--- src/design/piecewise_linear_lookup_unit_macros.svh ---
// assertion helpers shared by the lookup unit
`ifndef PIECEWISE_LINEAR_LOOKUP_UNIT_MACROS_SVH
`define PIECEWISE_LINEAR_LOOKUP_UNIT_MACROS_SVH

// a condition that must hold at every edge out of reset
`define PLK_ASSERT_ALWAYS(lbl, expr, msg) \
    lbl: assert property (@(posedge clk) disable iff (!rst_n) (expr)) else $error(msg);

// a condition that forces another one on the following edge
`define PLK_ASSERT_NEXT(lbl, ante, cons, msg) \
    lbl: assert property (@(posedge clk) disable iff (!rst_n) (ante) |=> (cons)) \
        else $error(msg);

`endif

--- src/design/plk_pkg.sv ---
package plk_pkg;

    // field widths
    localparam int X_W  = 16;
    localparam int Y_W  = 16;
    localparam int QX_W = 17;

    // default table depth
    localparam int MAX_POINTS_DEF = 16;

    // 1.0 in unsigned q1.15
    localparam logic [X_W-1:0] ONE_Q15 = 16'h8000;

    // restoring divider: one quotient bit per cycle
    localparam int DIV_STEPS = 16;
    localparam int DIV_CNT_W = $clog2(DIV_STEPS);

    typedef enum logic [1:0] {
        KIND_APPEND = 2'd0,
        KIND_CLEAR  = 2'd1,
        KIND_QUERY  = 2'd2
    } kind_t;

    typedef enum logic [2:0] {
        ST_IDLE,
        ST_LOAD0,
        ST_SEG,
        ST_MUL,
        ST_DIV_INIT,
        ST_DIV,
        ST_ADD,
        ST_FIN
    } state_t;

    // controller to datapath
    typedef struct packed {
        logic accept;
        logic load_first;
        logic seg_next;
        logic seg_take;
        logic mul;
        logic div_init;
        logic div_step;
        logic add;
        logic load_out;
    } cmd_t;

    // datapath to controller
    typedef struct packed {
        logic short_tbl;
        logic seg_hit;
        logic seg_zero;
        logic seg_last;
        logic out_free;
    } stat_t;

endpackage

--- src/design/piecewise_linear_lookup_unit.sv ---
// Piecewise linear lookup: a table of up to MAX_POINTS breakpoints (x unsigned
// q1.15, y signed q4.12) is built by append beats and emptied by a clear beat;
// a query beat clamps x to 0..1.0, walks the segments in order and returns
// y0 + (x - x0) * (y1 - y0) / (x1 - x0) for the first segment holding x, the
// quotient truncated toward zero, or y0 for a zero-width segment. Every input
// beat yields one result beat. Append, clear, the unused kind and a query on
// fewer than two points go from acceptance straight to the final state; a
// query on n >= 2 points loads the first breakpoint and walks the segments,
// and a hit on a nonzero-width segment is multiplied, divided and added. The
// final state loads the output register once it is free. The walk reads one
// breakpoint per cycle from a single read port, and the quotient comes from a
// restoring divider that resolves one bit per cycle. One beat is in work at a
// time; a new beat is taken while the previous result waits in the output
// register. Reset empties the table at once; breakpoint memories need no clear.
`include "piecewise_linear_lookup_unit_macros.svh"

module piecewise_linear_lookup_unit #(
    parameter int MAX_POINTS = plk_pkg::MAX_POINTS_DEF
) (
    input  logic                              clk,
    input  logic                              rst_n,
    input  logic                              item_valid,
    output logic                              item_stall,
    input  logic [1:0]                        kind,
    input  logic [plk_pkg::X_W-1:0]           point_x,
    input  logic signed [plk_pkg::Y_W-1:0]    point_y,
    input  logic signed [plk_pkg::QX_W-1:0]   query_x,
    output logic                              result_valid,
    input  logic                              result_stall,
    output logic signed [plk_pkg::Y_W-1:0]    y_value,
    output logic                              found,
    output logic                              full_error
);

    plk_pkg::cmd_t  cmd;
    plk_pkg::stat_t stat;

    // sequencer
    plk_ctrl u_ctrl (
        .clk        (clk),
        .rst_n      (rst_n),
        .item_valid (item_valid),
        .kind       (kind),
        .item_stall (item_stall),
        .stat       (stat),
        .cmd        (cmd)
    );

    // table, walk, multiply and divide
    plk_dpath #(
        .MAX_POINTS (MAX_POINTS)
    ) u_dpath (
        .clk          (clk),
        .rst_n        (rst_n),
        .cmd          (cmd),
        .stat         (stat),
        .kind         (kind),
        .point_x      (point_x),
        .point_y      (point_y),
        .query_x      (query_x),
        .result_stall (result_stall),
        .result_valid (result_valid),
        .y_value      (y_value),
        .found        (found),
        .full_error   (full_error)
    );

    // an accepted beat leaves the block busy on the next cycle
    `PLK_ASSERT_NEXT(a_busy_after_accept, item_valid && !item_stall, item_stall, "no busy after accept")

    // a hit and a refused append never come together
    `PLK_ASSERT_ALWAYS(a_flags_exclusive, !(result_valid && found && full_error), "found with full_error")

    // a result without a hit carries zero
    `PLK_ASSERT_ALWAYS(a_miss_zero, !(result_valid && !found) || (y_value == '0), "nonzero y on miss")

endmodule

--- src/design/plk_ram.sv ---
module plk_ram #(
    parameter int WIDTH = 16,
    parameter int DEPTH = 16,
    localparam int AW = (DEPTH > 1) ? $clog2(DEPTH) : 1
) (
    input  logic             clk,
    input  logic             we,
    input  logic [AW-1:0]    waddr,
    input  logic [WIDTH-1:0] wdata,
    input  logic [AW-1:0]    raddr,
    output logic [WIDTH-1:0] rdata
);

    logic [WIDTH-1:0] mem [DEPTH];
    logic [WIDTH-1:0] rdata_reg;

    // single write port, registered read port
    always_ff @(posedge clk)
    begin
        if (we)
        begin
            mem[waddr] <= wdata;
        end
        rdata_reg <= mem[raddr];
    end

    assign rdata = rdata_reg;

endmodule

--- src/design/plk_ctrl.sv ---
module plk_ctrl (
    input  logic             clk,
    input  logic             rst_n,
    input  logic             item_valid,
    input  logic [1:0]       kind,
    output logic             item_stall,
    input  plk_pkg::stat_t   stat,
    output plk_pkg::cmd_t    cmd
);

    plk_pkg::state_t state_reg;
    plk_pkg::state_t state_next;
    logic [plk_pkg::DIV_CNT_W-1:0] div_cnt_reg;
    logic [plk_pkg::DIV_CNT_W-1:0] div_cnt_next;

    // state and step counter
    always_ff @(posedge clk or negedge rst_n)
    begin
        if (!rst_n)
        begin
            state_reg   <= plk_pkg::ST_IDLE;
            div_cnt_reg <= '0;
        end
        else
        begin
            state_reg   <= state_next;
            div_cnt_reg <= div_cnt_next;
        end
    end

    // one item at a time, taken only in idle
    assign item_stall = (state_reg != plk_pkg::ST_IDLE);

    // next state and commands
    always_comb
    begin
        state_next   = state_reg;
        div_cnt_next = div_cnt_reg;
        cmd          = '0;
        case (state_reg)
            plk_pkg::ST_IDLE:
            begin
                if (item_valid)
                begin
                    cmd.accept = 1'b1;
                    case (plk_pkg::kind_t'(kind))
                        plk_pkg::KIND_QUERY:
                        begin
                            state_next = stat.short_tbl ? plk_pkg::ST_FIN : plk_pkg::ST_LOAD0;
                        end
                        default:
                        begin
                            state_next = plk_pkg::ST_FIN;
                        end
                    endcase
                end
            end
            plk_pkg::ST_LOAD0:
            begin
                cmd.load_first = 1'b1;
                state_next     = plk_pkg::ST_SEG;
            end
            plk_pkg::ST_SEG:
            begin
                if (stat.seg_hit)
                begin
                    cmd.seg_take = 1'b1;
                    state_next   = stat.seg_zero ? plk_pkg::ST_FIN : plk_pkg::ST_MUL;
                end
                else
                begin
                    cmd.seg_next = 1'b1;
                    state_next   = stat.seg_last ? plk_pkg::ST_FIN : plk_pkg::ST_SEG;
                end
            end
            plk_pkg::ST_MUL:
            begin
                cmd.mul    = 1'b1;
                state_next = plk_pkg::ST_DIV_INIT;
            end
            plk_pkg::ST_DIV_INIT:
            begin
                cmd.div_init = 1'b1;
                div_cnt_next = '0;
                state_next   = plk_pkg::ST_DIV;
            end
            plk_pkg::ST_DIV:
            begin
                cmd.div_step = 1'b1;
                div_cnt_next = div_cnt_reg + 1'b1;
                if (div_cnt_reg == plk_pkg::DIV_CNT_W'(plk_pkg::DIV_STEPS - 1))
                begin
                    state_next = plk_pkg::ST_ADD;
                end
            end
            plk_pkg::ST_ADD:
            begin
                cmd.add    = 1'b1;
                state_next = plk_pkg::ST_FIN;
            end
            plk_pkg::ST_FIN:
            begin
                if (stat.out_free)
                begin
                    cmd.load_out = 1'b1;
                    state_next   = plk_pkg::ST_IDLE;
                end
            end
            default:
            begin
                state_next = plk_pkg::ST_IDLE;
            end
        endcase
    end

endmodule

--- src/design/plk_dpath.sv ---
module plk_dpath #(
    parameter int MAX_POINTS = plk_pkg::MAX_POINTS_DEF
) (
    input  logic                              clk,
    input  logic                              rst_n,
    input  plk_pkg::cmd_t                     cmd,
    output plk_pkg::stat_t                    stat,
    input  logic [1:0]                        kind,
    input  logic [plk_pkg::X_W-1:0]           point_x,
    input  logic signed [plk_pkg::Y_W-1:0]    point_y,
    input  logic signed [plk_pkg::QX_W-1:0]   query_x,
    input  logic                              result_stall,
    output logic                              result_valid,
    output logic signed [plk_pkg::Y_W-1:0]    y_value,
    output logic                              found,
    output logic                              full_error
);

    localparam int IW = $clog2(MAX_POINTS);
    localparam int CW = $clog2(MAX_POINTS + 1);
    localparam int XW = plk_pkg::X_W;
    localparam int YW = plk_pkg::Y_W;

    // control registers
    logic [CW-1:0] cnt_reg;
    logic          out_valid_reg;

    // payload registers
    logic [IW-1:0]          idx_reg;
    logic [XW-1:0]          qx_reg;
    logic [XW-1:0]          prev_x_reg;
    logic signed [YW-1:0]   prev_y_reg;
    logic [XW-1:0]          dx_reg;
    logic signed [YW:0]     dy_reg;
    logic [XW-1:0]          den_reg;
    logic signed [2*YW+1:0] prod_reg;
    logic [XW-1:0]          rem_reg;
    logic [XW-1:0]          low_reg;
    logic                   neg_reg;
    logic signed [YW-1:0]   res_y_reg;
    logic                   res_found_reg;
    logic                   res_full_reg;
    logic signed [YW-1:0]   out_y_reg;
    logic                   out_found_reg;
    logic                   out_full_reg;

    // memory ports
    logic                   wr_en;
    logic [IW-1:0]          raddr;
    logic [XW-1:0]          cur_x;
    logic [YW-1:0]          cur_y;

    // combinational helpers
    logic                   is_append;
    logic                   is_clear;
    logic                   tbl_full;
    logic [XW-1:0]          qx_clamp;
    logic signed [2*YW+1:0] prod_full;
    logic [2*YW+1:0]        prod_mag;
    logic [XW:0]            div_trial;
    logic [XW:0]            div_diff;
    logic                   div_ge;
    logic signed [YW+1:0]   quot_s;
    logic signed [YW+1:0]   y_sum;

    // item decode
    assign is_append = (kind == plk_pkg::KIND_APPEND);
    assign is_clear  = (kind == plk_pkg::KIND_CLEAR);
    assign tbl_full  = (cnt_reg == CW'(MAX_POINTS));
    assign wr_en     = cmd.accept && is_append && !tbl_full;

    // clamp query x to 0..1.0
    always_comb
    begin
        if (query_x[plk_pkg::QX_W-1])
        begin
            qx_clamp = '0;
        end
        else if (query_x[XW-1:0] > plk_pkg::ONE_Q15)
        begin
            qx_clamp = plk_pkg::ONE_Q15;
        end
        else
        begin
            qx_clamp = query_x[XW-1:0];
        end
    end

    // read address for the segment walk
    always_comb
    begin
        if (cmd.load_first)
        begin
            raddr = idx_reg;
        end
        else if (cmd.seg_next)
        begin
            raddr = idx_reg + 1'b1;
        end
        else
        begin
            raddr = '0;
        end
    end

    plk_ram #(
        .WIDTH (XW),
        .DEPTH (MAX_POINTS)
    ) u_x_ram (
        .clk   (clk),
        .we    (wr_en),
        .waddr (cnt_reg[IW-1:0]),
        .wdata (point_x),
        .raddr (raddr),
        .rdata (cur_x)
    );

    plk_ram #(
        .WIDTH (YW),
        .DEPTH (MAX_POINTS)
    ) u_y_ram (
        .clk   (clk),
        .we    (wr_en),
        .waddr (cnt_reg[IW-1:0]),
        .wdata (point_y),
        .raddr (raddr),
        .rdata (cur_y)
    );

    // segment checks against the entry just read
    assign stat.short_tbl = (cnt_reg < CW'(2));
    assign stat.seg_hit   = (qx_reg >= prev_x_reg) && (qx_reg <= cur_x);
    assign stat.seg_zero  = (cur_x == prev_x_reg);
    assign stat.seg_last  = ((CW'(idx_reg) + CW'(1)) == cnt_reg);
    assign stat.out_free  = !out_valid_reg || !result_stall;

    // product, magnitude and one divider step
    assign prod_full = $signed({1'b0, dx_reg}) * dy_reg;
    assign prod_mag  = prod_reg[2*YW+1] ? (2*YW+2)'(-prod_reg) : prod_reg;
    assign div_trial = {rem_reg, low_reg[XW-1]};
    assign div_diff  = div_trial - {1'b0, den_reg};
    assign div_ge    = (div_trial >= {1'b0, den_reg});
    assign quot_s    = neg_reg ? -$signed({2'b00, low_reg}) : $signed({2'b00, low_reg});
    assign y_sum     = $signed({{2{prev_y_reg[YW-1]}}, prev_y_reg}) + quot_s;

    // point count and output handshake
    always_ff @(posedge clk or negedge rst_n)
    begin
        if (!rst_n)
        begin
            cnt_reg       <= '0;
            out_valid_reg <= 1'b0;
        end
        else
        begin
            if (wr_en)
            begin
                cnt_reg <= cnt_reg + 1'b1;
            end
            else if (cmd.accept && is_clear)
            begin
                cnt_reg <= '0;
            end

            if (cmd.load_out)
            begin
                out_valid_reg <= 1'b1;
            end
            else if (out_valid_reg && !result_stall)
            begin
                out_valid_reg <= 1'b0;
            end
        end
    end

    // walk, multiply, divide and result registers
    always_ff @(posedge clk)
    begin
        if (cmd.accept)
        begin
            qx_reg        <= qx_clamp;
            idx_reg       <= IW'(1);
            res_y_reg     <= '0;
            res_found_reg <= 1'b0;
            res_full_reg  <= is_append && tbl_full;
        end
        if (cmd.load_first || cmd.seg_next)
        begin
            prev_x_reg <= cur_x;
            prev_y_reg <= $signed(cur_y);
        end
        if (cmd.seg_next)
        begin
            idx_reg <= idx_reg + 1'b1;
        end
        if (cmd.seg_take)
        begin
            dx_reg        <= qx_reg - prev_x_reg;
            dy_reg        <= $signed({cur_y[YW-1], cur_y}) - $signed({prev_y_reg[YW-1], prev_y_reg});
            den_reg       <= cur_x - prev_x_reg;
            res_y_reg     <= prev_y_reg;
            res_found_reg <= 1'b1;
        end
        if (cmd.mul)
        begin
            prod_reg <= prod_full;
        end
        if (cmd.div_init)
        begin
            neg_reg <= prod_reg[2*YW+1];
            rem_reg <= prod_mag[2*XW-1:XW];
            low_reg <= prod_mag[XW-1:0];
        end
        if (cmd.div_step)
        begin
            rem_reg <= div_ge ? div_diff[XW-1:0] : div_trial[XW-1:0];
            low_reg <= {low_reg[XW-2:0], div_ge};
        end
        if (cmd.add)
        begin
            res_y_reg <= y_sum[YW-1:0];
        end
        if (cmd.load_out)
        begin
            out_y_reg     <= res_y_reg;
            out_found_reg <= res_found_reg;
            out_full_reg  <= res_full_reg;
        end
    end

    assign result_valid = out_valid_reg;
    assign y_value      = out_y_reg;
    assign found        = out_found_reg;
    assign full_error   = out_full_reg;

endmodule
--- config.mk ---
export PLATFORM = sky130hd
export DESIGN_NAME = piecewise_linear_lookup_unit
export DESIGN_NICKNAME = d
export VERILOG_FILES = /design/src/design/plk_pkg.sv /design/src/design/piecewise_linear_lookup_unit.sv /design/src/design/plk_ram.sv /design/src/design/plk_ctrl.sv /design/src/design/plk_dpath.sv
export VERILOG_INCLUDE_DIRS = /design/src /design/src/design
export SDC_FILE = /design/constraint.sdc
export NUM_CORES = 2
export LEC_CHECK = 0
export BUFFER_PORTS_ARGS = -buffer_cell sky130_fd_sc_hd__buf_4
export CORE_AREA = 2 2 419 338
export DETAILED_ROUTE_END_ITERATION = 8
export DIE_AREA = 0 0 421 340
export MAX_ROUTING_LAYER = met4
export SLEW_MARGIN = 20
export SYNTH_ARGS = -nofsm -noshare
export SYNTH_HDL_FRONTEND = slang
export SYNTH_SLANG_ARGS = --single-unit
--- constraint.sdc ---
create_clock -name clk -period 7.2 [get_ports clk]
set_input_delay 1.08 -clock clk [delete_from_list [all_inputs] [get_ports clk]]
set_output_delay 1.08 -clock clk [all_outputs]
set_load 0.01 [all_outputs]
## Word-level counts from Yosys, hierarchy flattened

Memories as Yosys holds them, arrays and structs flattened. A register that Yosys moved wholly into a read port is not among the register bits.
Index checks and enable logic that the tools add are counted.
Widths: inputs -> output; s select.

| cells by class | value |
|---|---|
| add/subtract/negate cells | 11 |
| multipliers | 1 |
| order comparisons | 5 |
| eq/ne operators | 16 |
| mux-type cells | 43 |
| reduce and logical (&&, ||, !) cells | 22 |

Operator list:

| cell | number |
|---|---|
| $mux 16 | 10 |
| $sub 16x16->16 | 3 |
| $mul 17x17->34 | 1 |
| $mux 32 | 1 |
| $neg 32->32 | 1 |
| $mux 3 | 8 |
| $pmux 3 s8 | 1 |
| $ge 17x16->1 | 1 |
| $sub 16x16->17 | 1 |
| $add 16x16->16 | 1 |
| $eq 16x16->1 | 1 |
| $ge 16x16->1 | 1 |
| $gt 16x16->1 const B | 1 |
| $le 16x16->1 | 1 |
| $mux 4 | 4 |
| $neg 16->16 | 1 |
| $mux 1 | 15 |
| $eq 3x3->1 const B | 4 |
| $mux 5 | 2 |
| $reduce_bool 2->1 | 5 |
| $add 4x1->4 const B | 2 |
| $pmux 4 s2 | 1 |
| $eq 3x2->1 const B | 2 |
| $logic_and 1x1->1 | 6 |
| 19 further kinds | 24 |

| storage, ports and cells | value |
|---|---|
| bits in registers | 217 |
| RAM bits | 512 |
| input port bits | 55 |
| output and inout port bits | 20 |
| memories kept | 2 |

Memory list:

| memory | words | width | rd ports | clocked after memory_dff | write ports | line | source |
|---|---|---|---|---|---|---|---|
| u_dpath.u_x_ram.mem | 16 | 16 | 1 | 1 | 1 | plk_ram.sv:14 | `logic [WIDTH-1:0] mem [DEPTH];` |
| u_dpath.u_y_ram.mem | 16 | 16 | 1 | 1 | 1 | plk_ram.sv:14 |  |

## Logic depth before layout (Yosys ltp)

| depth | value |
|---|---|
| word-level depth | 6 |
| mapped depth | 25 |

## Hierarchy

A second synthesis with hierarchy kept.

| second synthesis, totals | value |
|---|---|
| cells, all modules | 3177 |
| area total of the unflattened synthesis | 42683.4 um2 |

Modules (own cells, without submodules):

| module | instances | cells an instance | area an instance (um2) | seq. area each (um2) |
|---|---|---|---|---|
| plk_dpath | 1 | 2253 | 22042.4 | 6236.0 |
| plk_ram at u_dpath.u_y_ram | 1 | 432 | 10043.4 | 8007.7 |
| plk_ram at u_dpath.u_x_ram | 1 | 432 | 10042.1 | 8007.7 |
| plk_ctrl | 1 | 60 | 555.5 | 175.2 |

## Worst setup path before layout

OpenSTA, ideal clock, no wires.

| path | value |
|---|---|
| path type | reg2reg |
| from | register u_dpath.dx_reg[10] |
| to | register u_dpath.prod_reg[33] (data pin) |
| arrival | 6.225 ns |
| slack | 0.718 ns |
| cell stages (with the launch flop) | 23 |
| period minus slack after synthesis | 6.482 ns |
| cells stage by stage | edfxtp_1 > clkbuf_1 > and2_1 > fa_1 > inv_1 > fa_1 > fa_1 > fa_1 > inv_1 > fa_1 > inv_1 > fa_1 > inv_1 > ha_1 > and3_1 > a31oi_1 > a31o_2 > o21ai_0 > o41a_1 > o31ai_1 > o21ai_0 > o41a_1 > xnor2_1 |

| between the ends | value |
|---|---|
| longest elaborated chain between the ends | 1 |

RTL lines:

| what | line | source |
|---|---|---|
| start, declared | plk_dpath.sv:33 | `logic [XW-1:0] dx_reg;` |
| start signal, assigned | plk_dpath.sv:198 | `dx_reg <= qx_reg - prev_x_reg;` |
| $mul 17x17->34 | plk_dpath.sv:138 | `assign prod_full = $signed({1'b0, dx_reg}) * dy_reg;` |
| named net u_dpath.prod_full[33] | plk_dpath.sv:58 | `logic signed [2*YW+1:0] prod_full;` |
| end signal, assigned | plk_dpath.sv:206 | `prod_reg <= prod_full;` |
| end, declared | plk_dpath.sv:36 | `logic signed [2*YW+1:0] prod_reg;` |

The timed path passes the listed nets, and every way through them passes these cells.
A chain may end at the register's enable or synchronous reset.

## Worst setup path after layout

| path | value |
|---|---|
| from | register u_dpath.dx_reg[9] |
| to | register u_dpath.prod_reg[33] (data pin) |

Same word-level chain as after synthesis.

==> results.txt <==
The largest single stage delay on the critical path is about 0.56 ns. The max-slew violation count is 0. The worst path buffer plus inverter count came out at 4. Clock latency on the worst-skew pair, taken at its later pin, is between 0.6 and 0.7 ns. The starting utilization of the core area came out at 30.67%. Counting every instance in the synthesized netlist gives ~3200. The initial antenna violation count is 4. The tree is rooted in a clkbuf_16. STA puts the critical path data required time at 7.61 ns. The die covers approximately 140000 um2.

The area of the mapped netlist came out at about 43000 um2. The endpoint arrival time on the critical path came out at around 7.3 ns. After synthesis the netlist holds a flip-flop and latch count of 760.

The library cell contributing the largest single delay on the critical path is fa_1. At the pin with the least slew margin, the transition time is around 1.2 ns. The family with the most delay on the worst path is adder cells.

The sequential cell area fraction in the yosys report is a little over half. The static power due to leakage is around 0.018 uW. STA classifies the critical path startpoint as a register.

The worst setup path is of the reg -> reg kind. Summed over all failing endpoints, the final setup total negative slack is 0 ns. The post-route DRC violation count is 0. The most common cell type on the critical path is fa_1. The relative slew slack came out at between 20 and 25%. The total via count in the routed design came out at around 25000. The H-tree depth reported by CTS is 3. The number of global-route vias before repair came out at about 25000. The worst hold path class is in -> async. The highest clock frequency the design can meet is about 150 MHz. The number of buffers inserted during clock tree synthesis came out at slightly below 80. Walking the worst path, the cells encountered are and2_1, fa_1, inv_1, fa_1, fa_1, fa_1, inv_1, fa_1, inv_1, fa_1, inv_1, ha_1, and3_1, and3_1, o21ai_0, a31o_2, o21ai_0, o41a_1, o31ai_2, o21ai_0, o41a_1, xnor2_1.

The smallest clock period supported by the final layout is computed as a little under 7 ns. The endpoint class of the critical path is a register. The post-route clock period utilization came out at between 90% and 100%. Setup violations remaining at the end of the flow were counted as 0. The total number of yosys warnings is 0. The pin count of the biggest net entering global routing is between 100 and 150. The y dimension of the die is 340 um. Before antenna repair, the detailed router went through 6 iterations. The total power divided by cell area came out at about 410 nW/um2. The number of buffer cells added on primary ports came out at 74. The half-perimeter wire length after placement came out at slightly above 70000 um. The net total in the final layout came out at about 3800.

The overall overflow remaining after global route came out at 0. The max-cap violation count came out at 0. The row count came out at 123. The flow ran to the end, and the final reports show no timing, DRC or antenna violations. The sum of routed wire length over all layers came out at between 100000 and 150000 um.

The total nets after synthesis came out at 3726. The maximum fanout along the worst path is 9. The wire length per cell after detailed routing is 19.63 um. The synthesized area per cell came out at between 10 and 15 um2. The antenna violation net count after detailed routing came out at 0. The detailed router finished its first iteration with 1749 violations.

The main flop type after synthesis is edfxtp_1. The share of post-route cells with drive strength above 1 is approximately 12%. The number of distinct library cells after synthesis is just over 70.

No sink is reached through more buffers than the 3 on the longest clock path. Counting flops with a built-in enable in the synthesized netlist gives ~700. Between clock sinks in the finished design, the worst skew comes to 0.03730 ns. Global routing used 14.89% of the available tracks. The ratio of routed vias to standard cells is about 4.7. The total clock sinks is 760. The relative area change from synthesis to final layout came out at 13.31%.

Setup repair after global routing left no endpoint under its margin. The number of hold violations in the final report is 0. The area of the core is between 100000 and 150000 um2. 75 I/O pins were placed. Timing analysis after detailed placement gives a worst setup slack of 0.1995 ns.

The largest voltage drop on the vdd net came out at about 410 uV. In this run the horizontal extent of the chip is around 420 um. The minimum setup slack in the final design came out at 0.3240 ns. The async set-or-reset flop fraction in the synthesized netlist came out at 1.711%. The post-route worst hold slack is 0.2529 ns.

TritonCTS built the clock tree. The clock-pin slew reported for the worst setup and hold paths after clock tree synthesis is ~0.060 ns. The final weighted congestion in routability-driven placement is 0.8989.

The first global-routing pass estimated roughly 160000 um of wire.
cells in the final DEF, fill, tap and decap left out, drive strengths merged, types with 20 or more instances in the layout:
cell type,n
and2,187
nand2b,32
edfxtp,714
dfxtp,33
buf,145
a221o,32
nand2,209
mux2,32
a21oi,77
xor2,46
mux4,64
nor2b,30
clkinv,30
inv,439
o21ai,101
nor2,90
nand3,28
a21o,28
clkbuf,96
xnor2,87
o31ai,20
mux2i,165
ha,234
nor3,41
a2bb2o,32
fa,214
metrics by stage:
| stage | instances | total power (uW) | instance area [um2] | utilization (%) |
|---|---|---|---|---|
| 2_1_floorplan | 3223 | 12820 | 42720 | - |
| 3_3_place_gp | 5135 | 15460 | 45770 | 32.86 |
| 3_5_place_dp | 5135 | 15550 | 45780 | 32.87 |
| 4_1_cts | 5277 | 19780 | 48370 | 34.73 |
| 5_1_grt | 5281 | 21060 | 48400 | 34.75 |
| 6_report | 5283 | 19620 | 48400 | 34.75 |
cell usage after synthesis, types with 10 or more instances:
library cell | instances | area share (%)
a21boi_0 | 10 | 0.18
a21o_1 | 28 | 0.49
a21oi_1 | 77 | 0.90
a221o_1 | 32 | 0.75
a2bb2o_1 | 14 | 0.33
a2bb2o_2 | 18 | 0.47
and2_1 | 187 | 2.7
and3_1 | 12 | 0.18
buf_2 | 15 | 0.18
buf_4 | 11 | 0.19
clkbuf_1 | 68 | 0.60
dfrtp_1 | 13 | 0.76
dfxtp_1 | 33 | 1.5
edfxtp_1 | 714 | 50
fa_1 | 214 | 10
ha_1 | 234 | 6.9
inv_1 | 433 | 3.8
mux2_2 | 32 | 0.84
mux2i_1 | 165 | 3.9
mux4_2 | 64 | 3.4
nand2_1 | 209 | 1.8
nand2b_1 | 32 | 0.47
nand3_1 | 28 | 0.33
nand4_1 | 11 | 0.16
nor2_1 | 90 | 0.79
nor2b_1 | 30 | 0.44
nor3_1 | 41 | 0.48
nor4_1 | 11 | 0.16
o211ai_1 | 12 | 0.21
o21ai_0 | 97 | 1.1
o31ai_1 | 20 | 0.35
o41ai_1 | 12 | 0.25
or3_1 | 11 | 0.16
xnor2_1 | 87 | 1.8
xor2_1 | 46 | 0.94
path summary, 6_finish.rpt:
path                                 startpoint                     to  slack, ns  cells after the start
max                           u_dpath.dx_reg[9]   u_dpath.prod_reg[33]       0.32                     22
min                                       rst_n  u_ctrl.div_cnt_reg[0]       0.25                      1
max reg2reg                   u_dpath.dx_reg[9]   u_dpath.prod_reg[33]       0.32                     22
min reg2reg                u_dpath.res_y_reg[7]     u_dpath.y_value[7]       0.42                      0
max in group asynchronous                 rst_n     u_dpath.cnt_reg[0]       6.74                      1
min in group clk           u_dpath.res_y_reg[7]     u_dpath.y_value[7]       0.42                      0
metal layers:
metal	part of all wire, %	wire length (um)	global-route usage [%]	up-vias
met1	48	49960	21.24	12512
met3	5.8	5985	2.569	125
met5	0	0	-	-
met4	2.1	2178	3.889	0
li1	-	-	-	11674
met2	44	45560	21.84	616
power by group:
part	switching [uW]	internal (uW)
Clock	1790	2350
Combinational	5290	3870
Sequential	464	5850
timing repair:
item / CTS / global route
setup endpoints to repair: 0 / 2
resized for setup: 0 / 1
buffers inserted: 0 / 2
hold buffers: 0 / 0
cell type report:
type | count | area (um2)
flip-flops and latches | 760 | 22430
diodes | 4 | 10.01
fillers | 13479 | 90870
clock buffers | 96 | 2049
well taps | 1875 | 2346
inverters | 433 | 1625
repair buffers | 145 | 1114
multi-input cells | 1924 | 18290
clock inverters | 46 | 545.5
cell families after synthesis:
logic type | Yosys count | share of synthesized area [%]
AO/OA/AOI/OAI | 393 | 6.523
XOR/XNOR | 133 | 2.727
adder cells (fa/ha/maj) | 448 | 16.88
buffers and inverters | 539 | 5.017
flip-flops | 760 | 52.50
multiplexers | 261 | 8.084
AND/OR/NAND/NOR | 689 | 8.268
(Power assumes the default switching activity.)
